File: config.mk
export PLATFORM = sky130hd
export DESIGN_NAME = spgd_unpack
export DESIGN_NICKNAME = d
export VERILOG_FILES = /design/src/rtl/spgd_pkg.sv /design/src/rtl/spgd_unpack.sv
export SDC_FILE = /design/constraint.sdc
export NUM_CORES = 1
export LEC_CHECK = 0
export BUFFER_PORTS_ARGS = -buffer_cell sky130_fd_sc_hd__buf_2
export CAP_MARGIN = 20
export CORE_AREA = 4 4 113 157
export CTS_CLUSTER_DIAMETER = 120
export CTS_CLUSTER_SIZE = 12
export DETAILED_ROUTE_END_ITERATION = 8
export DIE_AREA = 0 0 117 161
export PLACE_DENSITY = 0.63
export SETUP_SLACK_MARGIN = 0.5
export SYNTH_ARGS = -nofsm -noshare
export SYNTH_HDL_FRONTEND = slang
export SYNTH_SLANG_ARGS = --single-unit
File: constraint.sdc
create_clock -name i_clk -period 11.3 [get_ports i_clk]
set_input_delay 2.26 -clock i_clk [delete_from_list [all_inputs] [get_ports i_clk]]
set_output_delay 2.26 -clock i_clk [all_outputs]
set_load 0.01 [all_outputs]
File: src/rtl/spgd_pkg.sv
package spgd_pkg;

    localparam int MAX_WIDTH   = 32;
    localparam int ACC_BITS    = 40;
    localparam int BYTE_W      = 8;
    localparam int CNT_W       = $clog2(ACC_BITS + 1);
    localparam int PW_W        = 6;
    localparam int N_W         = MAX_WIDTH;
    localparam int VAL_W       = 64;
    localparam int SCALE_W     = 63;
    localparam int SPLIT_W     = 32;
    localparam int P0_W        = N_W + SPLIT_W;
    localparam int P1_W        = N_W + SCALE_W - SPLIT_W;
    localparam int SUM_W       = VAL_W + 2;
    localparam int HI_W        = P1_W + 2;
    localparam int FIFO_DEPTH  = 8;
    localparam int PTR_W       = $clog2(FIFO_DEPTH);
    localparam int IN_TDATA_W  = 16;
    localparam int OUT_TDATA_W = 72;
    localparam int CFG_IDX_W   = 2;

    localparam logic [SCALE_W-1:0] SCALE_RESET = SCALE_W'(64'h0000_0001_0000_0000);

    typedef enum logic [1:0] {
        ST_VALUE,
        ST_MISSING,
        ST_UNDERFLOW,
        ST_OVERFLOW
    } t_status;

    typedef enum logic [CFG_IDX_W-1:0] {
        CFG_PACK_WIDTH,
        CFG_REF_VALUE,
        CFG_SCALE,
        CFG_MISSING_VALUE
    } t_cfg_idx;

    typedef struct packed {
        logic           valid;
        logic           has_result;
        t_status        status;
        logic           last;
        logic [N_W-1:0] n;
    } t_unpk;

    typedef struct packed {
        logic             valid;
        logic             has_result;
        t_status          status;
        logic             last;
    } t_meta;

    typedef struct packed {
        logic [VAL_W-1:0] value;
        logic             saturated;
        t_status          status;
        logic             last;
    } t_result;

endpackage

File: src/rtl/spgd_unpack.sv
module spgd_unpack (
    input  logic                          i_clk,
    input  logic                          i_rst_n,
    input  logic                          i_accept,
    input  logic                          i_command,
    input  logic [spgd_pkg::BYTE_W-1:0]   i_data_byte,
    input  logic                          i_present,
    input  logic                          i_last_point,
    input  logic [spgd_pkg::PW_W-1:0]     i_pack_width,
    output spgd_pkg::t_unpk               o_item
);
    import spgd_pkg::*;

    logic [ACC_BITS-1:0] r_acc, n_acc;
    logic [CNT_W-1:0]    r_cnt, n_cnt, rem;
    logic [PW_W-1:0]     w;
    logic [CNT_W:0]      cnt_plus;
    logic [ACC_BITS-1:0] shifted, keep;
    logic [ACC_BITS:0]   keep_one;
    logic [N_W:0]        mask_one;
    logic [N_W-1:0]      field;
    t_unpk               r_item, n_item;

    always_comb begin
        w        = (i_pack_width > PW_W'(MAX_WIDTH)) ? PW_W'(MAX_WIDTH) : i_pack_width;
        cnt_plus = {1'b0, r_cnt} + (CNT_W+1)'(BYTE_W);
        rem      = r_cnt - CNT_W'(w);
        shifted  = r_acc >> rem;
        mask_one = (N_W+1)'(1) << w;
        field    = shifted[N_W-1:0] & N_W'(mask_one - 1'b1);
        keep_one = (ACC_BITS+1)'(1) << rem;
        keep     = ACC_BITS'(keep_one - 1'b1);

        n_acc        = r_acc;
        n_cnt        = r_cnt;
        n_item       = '0;
        n_item.valid = i_accept;

        if (!i_command) begin
            if (cnt_plus > (CNT_W+1)'(ACC_BITS)) begin
                n_item.has_result = 1'b1;
                n_item.status     = ST_OVERFLOW;
            end else begin
                n_acc = {r_acc[ACC_BITS-BYTE_W-1:0], i_data_byte};
                n_cnt = cnt_plus[CNT_W-1:0];
            end
        end else begin
            n_item.has_result = 1'b1;
            n_item.last       = i_last_point;
            if (!i_present) begin
                n_item.status = ST_MISSING;
            end else if (w == '0) begin
                n_item.status = ST_VALUE;
            end else if (r_cnt < CNT_W'(w)) begin
                n_item.status = ST_UNDERFLOW;
            end else begin
                n_item.status = ST_VALUE;
                n_item.n      = field;
                n_cnt         = rem;
                n_acc         = r_acc & keep;
            end
        end
    end

    always_ff @(posedge i_clk) begin
        if (!i_rst_n) begin
            r_acc  <= '0;
            r_cnt  <= '0;
            r_item <= '0;
        end else begin
            r_item <= n_item;
            if (i_accept) begin
                r_acc <= n_acc;
                r_cnt <= n_cnt;
            end
        end
    end

    assign o_item = r_item;

endmodule

# Word level (Yosys, flattened, before mapping)
# Cells that the tools add are included.
[totals] elab_cells=46 reg_bits=83
[classes] n_bitwise=5 muxes=16 reduce_logical=4 add_sub_neg=4 magnitude_cmp=3 shifts=3 eq_ne=4
[op_table] operator="$mux W40" n=5
[op_table] operator="$and A40 B40 Y40" n=1
[op_table] operator="$shl A1 B6 Y40 const A" n=1
[op_table] operator="$shr A40 B6 Y32" n=1
[op_table] operator="$sub A40 B1 Y40 const B" n=1
[op_table] operator="$mux W6" n=6
[op_table] operator="$and A32 B32 Y32" n=1
[op_table] operator="$shl A1 B6 Y32 const A" n=1
[op_table] operator="$sub A32 B1 Y32 const B" n=1
[op_table] operator="$add A6 B4 Y7 const B" n=1
[op_table] operator="$gt A7 B6 Y1 const B" n=1
[op_table] operator="$gt A6 B6 Y1 const B" n=1
[op_table] operator="$logic_not A6 Y1" n=1
[op_table] operator="$lt A6 B6 Y1" n=1
[op_table] operator="$mux W2" n=3
[op_table] operator="$mux W3" n=2
[op_table] operator="$ne A2 B2 Y1 const B" n=3
[op_table] operator="$sub A6 B6 Y6" n=1
[op_table] operator="$reduce_and A5 Y1" n=1
[op_table] operator="$reduce_or A5 Y1" n=1
[op_table] operator="$not A1 Y1" n=3
[op_table] operator="$ne A2 B1 Y1 const B" n=1
[op_table] operator="$reduce_and A2 Y1" n=1

# Depth between registers and ports, before layout
# Gate-level depths: netlist of run 1.
[logic_depth] depth_word=10 ltp_mapped=22

# Worst setup path before layout of run 1
# OpenSTA, ideal clock, no wires.
[synth_timing] path_kind="input -> register" from="in i_pack_width[5] (netlist name)" to="reg r_acc[20]" slack_ns=4.980 arrival_time_ns=6.229 stages=20 path_buffers=6 path_cell_list="clkbuf_1 > clkbuf_1 > nor2b_1 > ha_1 > inv_1 > fa_1 > buf_6 > a211o_4 > a21o_1 > a21oi_2 > or3_1 > buf_4 > clkbuf_1 > nand3_1 > ha_1 > clkbuf_1 > o21ai_1 > nor2_1 > or3_1 > a311oi_1"
[synth_between] elab_chain_cells=10 word_cells_on_any_way=15 cone_classes="2 x add/sub; 2 x order compare; 2 x eq/ne; 1 x shift; 5 x mux; 1 x bitwise; 2 x reduce/logical"
[synth_lines] item="start: declaration" line_no="spgd_unpack.sv:9" source="input logic [spgd_pkg::PW_W-1:0] i_pack_width,"
[synth_lines] item="$gt A6 B6 Y1" line_no="spgd_unpack.sv:25" source="w = (i_pack_width > PW_W'(MAX_WIDTH)) ? PW_W'(MAX_WIDTH) : i_pack_width;"
[synth_lines] item="$mux W6 (*)" line_no="spgd_unpack.sv:25"
[synth_lines] item="$sub A6 B6 Y6" line_no="spgd_unpack.sv:27" source="rem = r_cnt - CNT_W'(w);"
[synth_lines] item="$shl A1 B6 Y40" line_no="spgd_unpack.sv:31" source="keep_one = (ACC_BITS+1)'(1) << rem;"
[synth_lines] item="$sub A40 B1 Y40" line_no="spgd_unpack.sv:32" source="keep = ACC_BITS'(keep_one - 1'b1);"
[synth_lines] item="$and A40 B40 Y40" line_no="spgd_unpack.sv:60" source="n_acc = r_acc & keep;"
[synth_lines] item="$mux W40" line_no="spgd_unpack.sv:54" source="end else if (r_cnt < CNT_W'(w)) begin"
[synth_lines] item="$mux W40" line_no="spgd_unpack.sv:52" source="end else if (w == '0) begin"
[synth_lines] item="$mux W40" line_no="spgd_unpack.sv:50" source="if (!i_present) begin"
[synth_lines] item="$mux W40" line_no="spgd_unpack.sv:39" source="if (!i_command) begin"
[synth_lines] item="end signal: assignment" line_no="spgd_unpack.sv:73" source="r_acc <= n_acc;"
[synth_lines] item="end: declaration" line_no="spgd_unpack.sv:14" source="logic [ACC_BITS-1:0] r_acc, n_acc;"
# Every way passes the cells marked *; elsewhere a longest branch is shown, timed or not. The select of a mux whose other input is x is not followed.
# A chain may end at the register's enable or synchronous reset.

# Final worst setup path of run 1
[layout_timing] from="in i_pack_width[5] (netlist name)" to="reg r_acc[38]"
# The elaborated chain is that of the path after synthesis.

==> flow_results.xml, run 1 <==
<?xml version="1.0" encoding="UTF-8"?>
<metrics>
  <group name="synth">
    <metric name="ys.flop_type" unit="">sky130_fd_sc_hd__dfxtp_1</metric>
    <metric name="synth-adder-area-share" unit="%">2.12</metric>
    <metric name="synth_compound_gate_area_share" unit="%">32.6</metric>
    <metric name="synthesis.instances" unit="">986</metric>
    <metric name="synth_cell_type_count" unit="">89</metric>
    <metric name="synth.avg_cell_area" unit="sq um">7.32</metric>
    <metric name="synth_top_area_share" unit="%">23.0</metric>
    <metric name="mappedNetlistNets" unit="">1017</metric>
    <metric name="synth_top_cells_by_area" unit="">sky130_fd_sc_hd__dfxtp_1 23%, sky130_fd_sc_hd__nand2_1 7.6%, sky130_fd_sc_hd__mux2i_1 6.8%</metric>
    <metric name="yosys.area_share.xor_xnor" unit="%">1.91</metric>
    <metric name="synth_area_leader_cell" unit="">sky130_fd_sc_hd__dfxtp_1</metric>
    <metric name="synth-async-reset-ratio" unit="%">0</metric>
    <metric name="synth_top_family_by_area" unit="">compound AO/OA/AOI/OAI gates</metric>
    <metric name="ys_ff_latch" unit="">83</metric>
    <metric name="synthSimpleGateAreaFrac" unit="%">23.3</metric>
    <metric name="synth_seq_area_share" unit="%">23.0</metric>
    <metric name="multiplexer_share_of_the_synthesized_area" unit="%">10.7</metric>
    <metric name="combined_area_of_all_synthesized_cells" unit="sq um">7210</metric>
    <metric name="synth-edff-count" unit="">0</metric>
    <metric name="synth_warnings" unit="">0</metric>
  </group>
  <group name="timing">
    <metric name="max_clock_skew" unit="ns">0.00927</metric>
    <metric name="relative_slew_margins" unit="%">30.3</metric>
    <metric name="worst-slew-pin-transition" unit="ns">1.04</metric>
    <metric name="layout_worst_path_cycle_share" unit="%">58.5</metric>
    <metric name="finalSetupViolations" unit="">0</metric>
    <metric name="timing.final.hold_violations" unit="">0</metric>
    <metric name="post-route-min-period" unit="ns">6.61</metric>
    <metric name="rsz_0062_raised_after_global_routing" unit="">false</metric>
    <metric name="fmaxAchievable" unit="MHz">151</metric>
    <metric name="setup-tns-final" unit="ns">0</metric>
    <metric name="maxSlewViolCount" unit="">0</metric>
  </group>
  <group name="power_and_ir_drop">
    <metric name="internal-power" unit="uW">582</metric>
    <metric name="power.sequential.fraction" unit="%">29.1</metric>
    <metric name="part_of_the_power_in_combinational_logic" unit="%">41.7</metric>
    <metric name="power_switching" unit="uW">460</metric>
    <metric name="power.static_leakage" unit="uW">0.00301</metric>
    <metric name="power.density_cell_area" unit="nW/um^2">134</metric>
    <metric name="worst_ir_drop_vdd" unit="mV">0.0597</metric>
    <metric name="power.switching_fraction" unit="%">44.2</metric>
    <metric name="share_clk_of_total_power" unit="%">29.2</metric>
  </group>
  <group name="cts">
    <metric name="clkLatencyLatePin" unit="ns">0.37</metric>
    <metric name="cts_max_level" unit="">3</metric>
    <metric name="cts_setup_buffers" unit="">0</metric>
    <metric name="cts_num_sinks" unit="">83</metric>
    <metric name="cts_hold_buf" unit="">0</metric>
    <metric name="clk_path_buf_depth" unit="">2</metric>
    <metric name="clock-root-buffer" unit="">sky130_fd_sc_hd__clkbuf_16</metric>
    <metric name="post_cts_resize_count" unit="">0</metric>
    <metric name="clkTransAtPathRegs" unit="ns">0.07</metric>
    <metric name="tritoncts" unit="">done</metric>
    <metric name="cts_inserted_buffers" unit="">9</metric>
  </group>
  <group name="layout">
    <metric name="areaGrowthSynthToFinish" unit="%">7.84</metric>
    <metric name="layout-drive-gt1-share" unit="%">13.7</metric>
    <metric name="fillers" unit="">1664</metric>
    <metric name="finish.net_count" unit="">1011</metric>
    <metric name="layout.core_utilization" unit="%">47.9</metric>
    <metric name="antenna_cells_inserted" unit="">0</metric>
  </group>
  <group name="worst_setup_path">
    <metric name="timing.critical_path.slowest_stage_cell" unit="">sky130_fd_sc_hd__fa_2</metric>
    <metric name="critical_path.startpoint" unit="">i_pack_width[5]</metric>
    <metric name="endpoint_kind" unit="">flop</metric>
    <metric name="path_cells" unit="">buf_2 -&gt; clkinv_1 -&gt; nand2_1 -&gt; inv_1 -&gt; fa_2 -&gt; buf_4 -&gt; inv_2 -&gt; nor2_1 -&gt; nand2_1 -&gt; o32a_1 -&gt; o221a_2 -&gt; a2111oi_0 -&gt; o21ai_0 -&gt; o211ai_1</metric>
    <metric name="crit_path_start_kind" unit="">primary input</metric>
    <metric name="timing.rr.start" unit="">r_cnt[0]</metric>
    <metric name="crit_type" unit="">primary input to flop</metric>
    <metric name="cp.arrival" unit="ns">6.90</metric>
    <metric name="timing.critical_path.slowest_cell_delay" unit="ns">0.98</metric>
    <metric name="cp_data_required_time" unit="ns">11.59</metric>
    <metric name="crit_top_cell" unit="">sky130_fd_sc_hd__nand2_1</metric>
    <metric name="crit_fanout" unit="">31</metric>
  </group>
  <group name="routing">
    <metric name="vias" unit="">8205</metric>
    <metric name="drt-wirelength-per-cell" unit="um">24.5</metric>
    <metric name="detailedRoute.firstIterationViolations" unit="">1077</metric>
    <metric name="wirelength" unit="um">29000</metric>
    <metric name="first_pass_iters" unit="">7</metric>
    <metric name="detail_route.vias_per_cell" unit="">6.93</metric>
    <metric name="drtAntennaViolNets" unit="">0</metric>
    <metric name="drc" unit="">0</metric>
  </group>
  <group name="global_route">
    <metric name="global_route.overflow_total" unit="">0</metric>
    <metric name="largest_net_degree_at_the_start_of_global_routing" unit="">57</metric>
    <metric name="grt_pass1_wl" unit="um">43700</metric>
    <metric name="total_track_usage" unit="%">30.4</metric>
    <metric name="grt_pass1_vias" unit="">7649</metric>
    <metric name="grt_antenna_before_repair" unit="">0</metric>
  </group>
  <group name="placement">
    <metric name="finalWeightedCongestion" unit="">1.03</metric>
    <metric name="detailed_place_hpwl" unit="um">21100</metric>
    <metric name="numPortBuffers" unit="">56</metric>
  </group>
  <group name="worst_hold_path">
    <metric name="class_of_the_tightest_hold_or_removal_check" unit="">flop to flop</metric>
    <metric name="timing.hold.worst.start" unit="">r_acc[1]</metric>
  </group>
  <group name="die">
    <metric name="initial_standard_cell_utilization_of_the_core" unit="%">44.4</metric>
    <metric name="std_cell_rows" unit="">55</metric>
    <metric name="dieArea" unit="sq um">18800</metric>
    <metric name="design.portCount" unit="">57</metric>
    <metric name="die_w" unit="um">117</metric>
    <metric name="core" unit="sq um">16200</metric>
    <metric name="die-height" unit="um">161</metric>
  </group>
  <group name="outcome">
    <metric name="status" unit="">completed</metric>
  </group>
  <group name="job">
    <metric name="cap_violations" unit="">0</metric>
  </group>
</metrics>
## logic make-up after synthesis
logic type | count (synthesis)
fa+ha+maj | 11
flops | 83
simple gates | 364
xor+xnor | 14
compound gates | 342
mux | 66
buf+inv | 106
## final timing paths
| path | cells after the start | slack, ns | to |
|---|---|---|---|
| min reg2reg | 2 | 0.50 | r_acc[9] |
| max | 14 | 4.69 | r_acc[38] |
| min | 2 | 0.50 | r_acc[9] |
| max reg2reg | 12 | 6.92 | r_acc[38] |
## flip-flops by register name, indices dropped and copies added (netlist names)
name / cells
r_acc: 40
o_item: 37
r_cnt: 6
## area by class of cell
cell class	count	area (sq um)	area share, %
Clock buffer	9	225	2.89
Multi-Input combinational cell	797	5120	65.8
Timing Repair Buffer	70	385	4.95
Inverter	19	71.3	0.917
Sequential cell	83	1660	21.4
Clock inverter	7	70.1	0.901
Tap cell	199	249	3.20
## power groups by stage
stage	Combinational, uW	Sequential [uW]	Clock [uW]
after floorplan	303	309	0
after global placement	415	310	0
after detailed placement	414	310	0
after CTS	416	303	304
after global routing	459	304	316
final	434	303	304
## cells in the mapped netlist (16+ instances only)
library cell               number
sky130_fd_sc_hd__nand2_1      146
sky130_fd_sc_hd__a21oi_1       85
sky130_fd_sc_hd__dfxtp_1       83
sky130_fd_sc_hd__nor2_1        70
sky130_fd_sc_hd__clkbuf_1      64
sky130_fd_sc_hd__o21ai_0       64
sky130_fd_sc_hd__mux2i_1       49
sky130_fd_sc_hd__nand3_1       35
sky130_fd_sc_hd__nor3_1        33
sky130_fd_sc_hd__a211oi_1      23
sky130_fd_sc_hd__a31oi_1       22
sky130_fd_sc_hd__a22oi_1       17
sky130_fd_sc_hd__inv_1         16
## worst max-delay path, delay by kind of cell
family,cells,cell delay (ns)
adder cells (fa/ha/maj),1,0.98
AND/OR/NAND/NOR,3,0.97
buffers and inverters,5,1.34
AO/OA/AOI/OAI,5,1.31
## stage by stage
step                hold WS, ns  setup slack [ns]  total power [uW]  cells  area, sq um
floorplan                 0.444              4.98               612    986         7210
global placement          0.491              4.59               725   1168         7480
detailed placement        0.492              4.46               724   1168         7480
CTS                       0.502              4.81              1020   1184         7780
global route              0.539              4.33              1080   1184         7780
finish                    0.504              4.69              1040   1184         7780
## cell usage in the layout (no fill, tap or decap), types with 11 or more instances in the layout
cell	instances
sky130_fd_sc_hd__a31oi_1	22
sky130_fd_sc_hd__o21ai_0	64
sky130_fd_sc_hd__a21oi_1	85
sky130_fd_sc_hd__or3_1	11
sky130_fd_sc_hd__nor2b_1	14
sky130_fd_sc_hd__buf_4	14
sky130_fd_sc_hd__dfxtp_1	83
sky130_fd_sc_hd__and3_1	12
sky130_fd_sc_hd__nand2_1	146
sky130_fd_sc_hd__nor2_1	69
sky130_fd_sc_hd__buf_2	56
sky130_fd_sc_hd__a211oi_1	23
sky130_fd_sc_hd__a22oi_1	17
sky130_fd_sc_hd__inv_1	16
sky130_fd_sc_hd__nor3_1	33
sky130_fd_sc_hd__mux2i_1	49
sky130_fd_sc_hd__nand3_1	35
## per-layer routing
layer / wire length, um / global-route usage, %
met1: 10800 / 36.3
met2: 13400 / 48.4
met3: 2230 / 4.50
met4: 2590 / 22.7
met5: 0 / 0
Note: power is estimated with default switching activity, not from simulation.
==> run 2, diff against run 1 <==
--- a/config.mk
+++ b/config.mk
@@ -12,7 +12,7 @@
 export CTS_CLUSTER_SIZE = 12
 export DETAILED_ROUTE_END_ITERATION = 8
 export DIE_AREA = 0 0 117 161
-export PLACE_DENSITY = 0.63
+export PLACE_DENSITY = 0.65
 export SETUP_SLACK_MARGIN = 0.5
 export SYNTH_ARGS = -nofsm -noshare
 export SYNTH_HDL_FRONTEND = slang
==> constraint.sdc (replaced) <==
create_clock -name i_clk -period 6 [get_ports i_clk]
set_input_delay 1.2 -clock i_clk [delete_from_list [all_inputs] [get_ports i_clk]]
set_output_delay 1.2 -clock i_clk [all_outputs]
set_load 0.01 [all_outputs]
==> run 2 against run 1 <==
Wire length is 4.1% higher. Clock power is 86% higher. First-iteration DRC count is 7.9% lower. Worst setup slack worse by 3.8 ns. Combinational power is 98% higher. Final cell count is 1.4% higher. Sequential cell count stayed put. Register-to-register slack worse by 5.2 ns. Total power is 92% higher. Global-route usage is 1.7 points higher. Design area is 1.5% higher. Count of clock-buffer cells in the layout stayed put.
==> flow_results.xml, run 2 (synthesis results as in run 1) <==
<?xml version="1.0" encoding="UTF-8"?>
<metrics>
  <group name="worst_setup_path">
    <metric name="regToRegSetupSlack" unit="ns">1.76</metric>
    <metric name="rr_endpoint" unit="">r_acc[36]</metric>
    <metric name="cp.arrival" unit="ns">5.40</metric>
    <metric name="rr_worst_depth" unit="">15</metric>
    <metric name="crit_path_start_kind" unit="">primary input</metric>
    <metric name="timing.rr.start" unit="">r_cnt[0]</metric>
    <metric name="timing.critical_path.slowest_cell_delay" unit="ns">0.58</metric>
    <metric name="timing.critical_path.slowest_stage_cell" unit="">sky130_fd_sc_hd__or3_1</metric>
    <metric name="crit_type" unit="">primary input to flop</metric>
    <metric name="path_cells" unit="">buf_2 -&gt; nor2b_1 -&gt; ha_2 -&gt; inv_1 -&gt; fa_1 -&gt; a211o_4 -&gt; nand2_2 -&gt; a2111oi_4 -&gt; or3_1 -&gt; nand2_1 -&gt; ha_1 -&gt; buf_4 -&gt; o221ai_1 -&gt; o2111ai_1 -&gt; o311ai_1 -&gt; a31o_2</metric>
    <metric name="crit_fanout" unit="">17</metric>
    <metric name="endpoint_kind" unit="">flop</metric>
    <metric name="cp_data_required_time" unit="ns">6.26</metric>
  </group>
  <group name="layout">
    <metric name="areaGrowthSynthToFinish" unit="%">9.43</metric>
    <metric name="layout-drive-gt1-share" unit="%">15.1</metric>
    <metric name="fillers" unit="">1707</metric>
    <metric name="largest_register_ff_count" unit="">40</metric>
    <metric name="mostFrequentLayoutCell" unit="">sky130_fd_sc_hd__nand2_1</metric>
    <metric name="regMostFlops" unit="">r_acc</metric>
    <metric name="layout.cell_area.non_filler" unit="sq um">7900</metric>
    <metric name="multi_input_area" unit="sq um">5120</metric>
    <metric name="antenna_cells_inserted" unit="">0</metric>
    <metric name="finish.net_count" unit="">1027</metric>
    <metric name="area.sequential" unit="sq um">1660</metric>
    <metric name="most-common-layout-cells" unit="">146 x sky130_fd_sc_hd__nand2_1, 85 x sky130_fd_sc_hd__a21oi_1, 83 x sky130_fd_sc_hd__dfxtp_1, 69 x sky130_fd_sc_hd__nor2_1, 64 x sky130_fd_sc_hd__o21ai_0</metric>
  </group>
  <group name="die">
    <metric name="core" unit="sq um">16200</metric>
    <metric name="std_cell_rows" unit="">55</metric>
    <metric name="dieArea" unit="sq um">18800</metric>
    <metric name="die-height" unit="um">161</metric>
    <metric name="initial_standard_cell_utilization_of_the_core" unit="%">44.4</metric>
    <metric name="design.portCount" unit="">57</metric>
    <metric name="die_w" unit="um">117</metric>
  </group>
  <group name="cts">
    <metric name="clk_path_buf_depth" unit="">2</metric>
    <metric name="clkTransAtPathRegs" unit="ns">0.07</metric>
    <metric name="cts_hold_buf" unit="">0</metric>
    <metric name="post_cts_resize_count" unit="">0</metric>
    <metric name="cts_inserted_buffers" unit="">9</metric>
    <metric name="cts_setup_buffers" unit="">0</metric>
    <metric name="clock-root-buffer" unit="">sky130_fd_sc_hd__clkbuf_16</metric>
    <metric name="clkLatencyLatePin" unit="ns">0.36</metric>
    <metric name="cts_max_level" unit="">3</metric>
    <metric name="cts_num_sinks" unit="">83</metric>
    <metric name="tritoncts" unit="">done</metric>
  </group>
  <group name="power_and_ir_drop">
    <metric name="power.density_cell_area" unit="nW/um^2">253</metric>
    <metric name="total_power" unit="uW">2000</metric>
    <metric name="power.static_leakage" unit="uW">0.00308</metric>
    <metric name="worst_ir_drop_vdd" unit="mV">0.118</metric>
  </group>
  <group name="global_route">
    <metric name="grt_pass1_wl" unit="um">45600</metric>
    <metric name="grt_antenna_before_repair" unit="">0</metric>
    <metric name="global_route.overflow_total" unit="">0</metric>
    <metric name="grt_pass1_vias" unit="">7576</metric>
    <metric name="total_track_usage" unit="%">32.1</metric>
    <metric name="largest_net_degree_at_the_start_of_global_routing" unit="">50</metric>
  </group>
  <group name="routing">
    <metric name="first_pass_iters" unit="">9</metric>
    <metric name="wirelength" unit="um">30200</metric>
    <metric name="drtAntennaViolNets" unit="">0</metric>
    <metric name="drt-wirelength-per-cell" unit="um">25.1</metric>
    <metric name="detail_route.vias_per_cell" unit="">6.82</metric>
    <metric name="wl_met2" unit="um">14300</metric>
    <metric name="drc" unit="">0</metric>
    <metric name="vias" unit="">8188</metric>
    <metric name="met3RoutedLength" unit="um">2030</metric>
    <metric name="wl_met1" unit="um">11300</metric>
    <metric name="route.top_layer_used" unit="">met4</metric>
    <metric name="detailedRoute.firstIterationViolations" unit="">992</metric>
  </group>
  <group name="worst_hold_path">
    <metric name="class_of_the_tightest_hold_or_removal_check" unit="">flop to flop</metric>
    <metric name="timing.hold.worst.start" unit="">r_acc[7]</metric>
    <metric name="whs_endpoint" unit="">r_acc[15]</metric>
    <metric name="timing.hold.worst_path_depth" unit="">2</metric>
  </group>
  <group name="timing">
    <metric name="layout_worst_path_cycle_share" unit="%">85.7</metric>
    <metric name="hold_ws" unit="ns">0.510</metric>
    <metric name="rsz_0062_raised_after_global_routing" unit="">false</metric>
    <metric name="timing.final.hold_violations" unit="">0</metric>
    <metric name="fmaxAchievable" unit="MHz">195</metric>
    <metric name="worst-slew-pin-transition" unit="ns">0.908</metric>
    <metric name="relative_slew_margins" unit="%">39.3</metric>
    <metric name="maxSlewViolCount" unit="">0</metric>
    <metric name="finalSetupViolations" unit="">0</metric>
    <metric name="setup-tns-final" unit="ns">0</metric>
    <metric name="post-route-min-period" unit="ns">5.14</metric>
    <metric name="max_clock_skew" unit="ns">0.00949</metric>
  </group>
  <group name="placement">
    <metric name="finalWeightedCongestion" unit="">1.03</metric>
    <metric name="detailed_place_hpwl" unit="um">22700</metric>
    <metric name="numPortBuffers" unit="">56</metric>
    <metric name="place_area" unit="sq um">7600</metric>
  </group>
  <group name="job">
    <metric name="cap_violations" unit="">0</metric>
  </group>
  <group name="outcome">
    <metric name="status" unit="">completed</metric>
  </group>
</metrics>
-- run 2: changes by cell type in the layout (fill, tap and decap cells not counted) --
cell	delta
sky130_fd_sc_hd__inv_8	+1
sky130_fd_sc_hd__buf_4	+16
sky130_fd_sc_hd__clkinv_8	-1
sky130_fd_sc_hd__clkinv_4	+1
sky130_fd_sc_hd__inv_6	-1
-- run 2: final cells by class --
cell class	instances	area share, %
Tap cell	199	3.15
Multi-Input combinational cell	797	64.8
Clock buffer	9	2.85
Sequential cell	83	21.0
Timing Repair Buffer	86	6.40
Inverter	19	0.903
Clock inverter	7	0.824
-- run 2: critical path: cells and delay by family --
family / cells / cell delay (ns)
AOI/OAI and AO/OA: 6 / 1.37
adders and majority gates: 3 / 1.23
buffers and inverters: 3 / 0.48
and+or+nand+nor: 4 / 1.10
-- run 2: worst max path at each step --
stage | end | from | slack [ns] | cells after the start
6_report | r_acc[36] | i_pack_width[5] | 0.86 | 16
5_1_grt | r_acc[32] | i_pack_width[5] | 0.64 | 16
3_5_place_dp | r_acc[32] | i_pack_width[5] | 0.57 | 16
4_1_cts | r_acc[36] | i_pack_width[5] | 0.97 | 16
2_1_floorplan | r_acc[20] | i_pack_width[5] | 0.74 | 20
3_3_place_gp | r_acc[32] | i_pack_width[5] | 0.64 | 16
-- run 2: per-stage QoR --
step | std cells | setup WS, ns | utilization (%)
6_report | 1200 | 0.859 | 48.6
2_1_floorplan | 986 | 0.740 | -
5_1_grt | 1200 | 0.638 | 48.6
3_3_place_gp | 1184 | 0.636 | 46.8
4_1_cts | 1200 | 0.965 | 48.6
3_5_place_dp | 1184 | 0.571 | 46.8
-- run 2: power breakdown --
| part | total, uW | switching, uW | internal (uW) |
|---|---|---|---|
| combinational | 860 | 595 | 265 |
| sequential | 572 | 11.4 | 560 |
| clock | 564 | 272 | 292 |
-- run 2: layer usage --
| metal | vias up | track usage [%] |
|---|---|---|
| li1 | 3696 | - |
| met1 | 3875 | 38.1 |
| met2 | 485 | 52.1 |
| met3 | 132 | 4.16 |
| met4 | 0 | 23.1 |
| met5 | - | 0 |
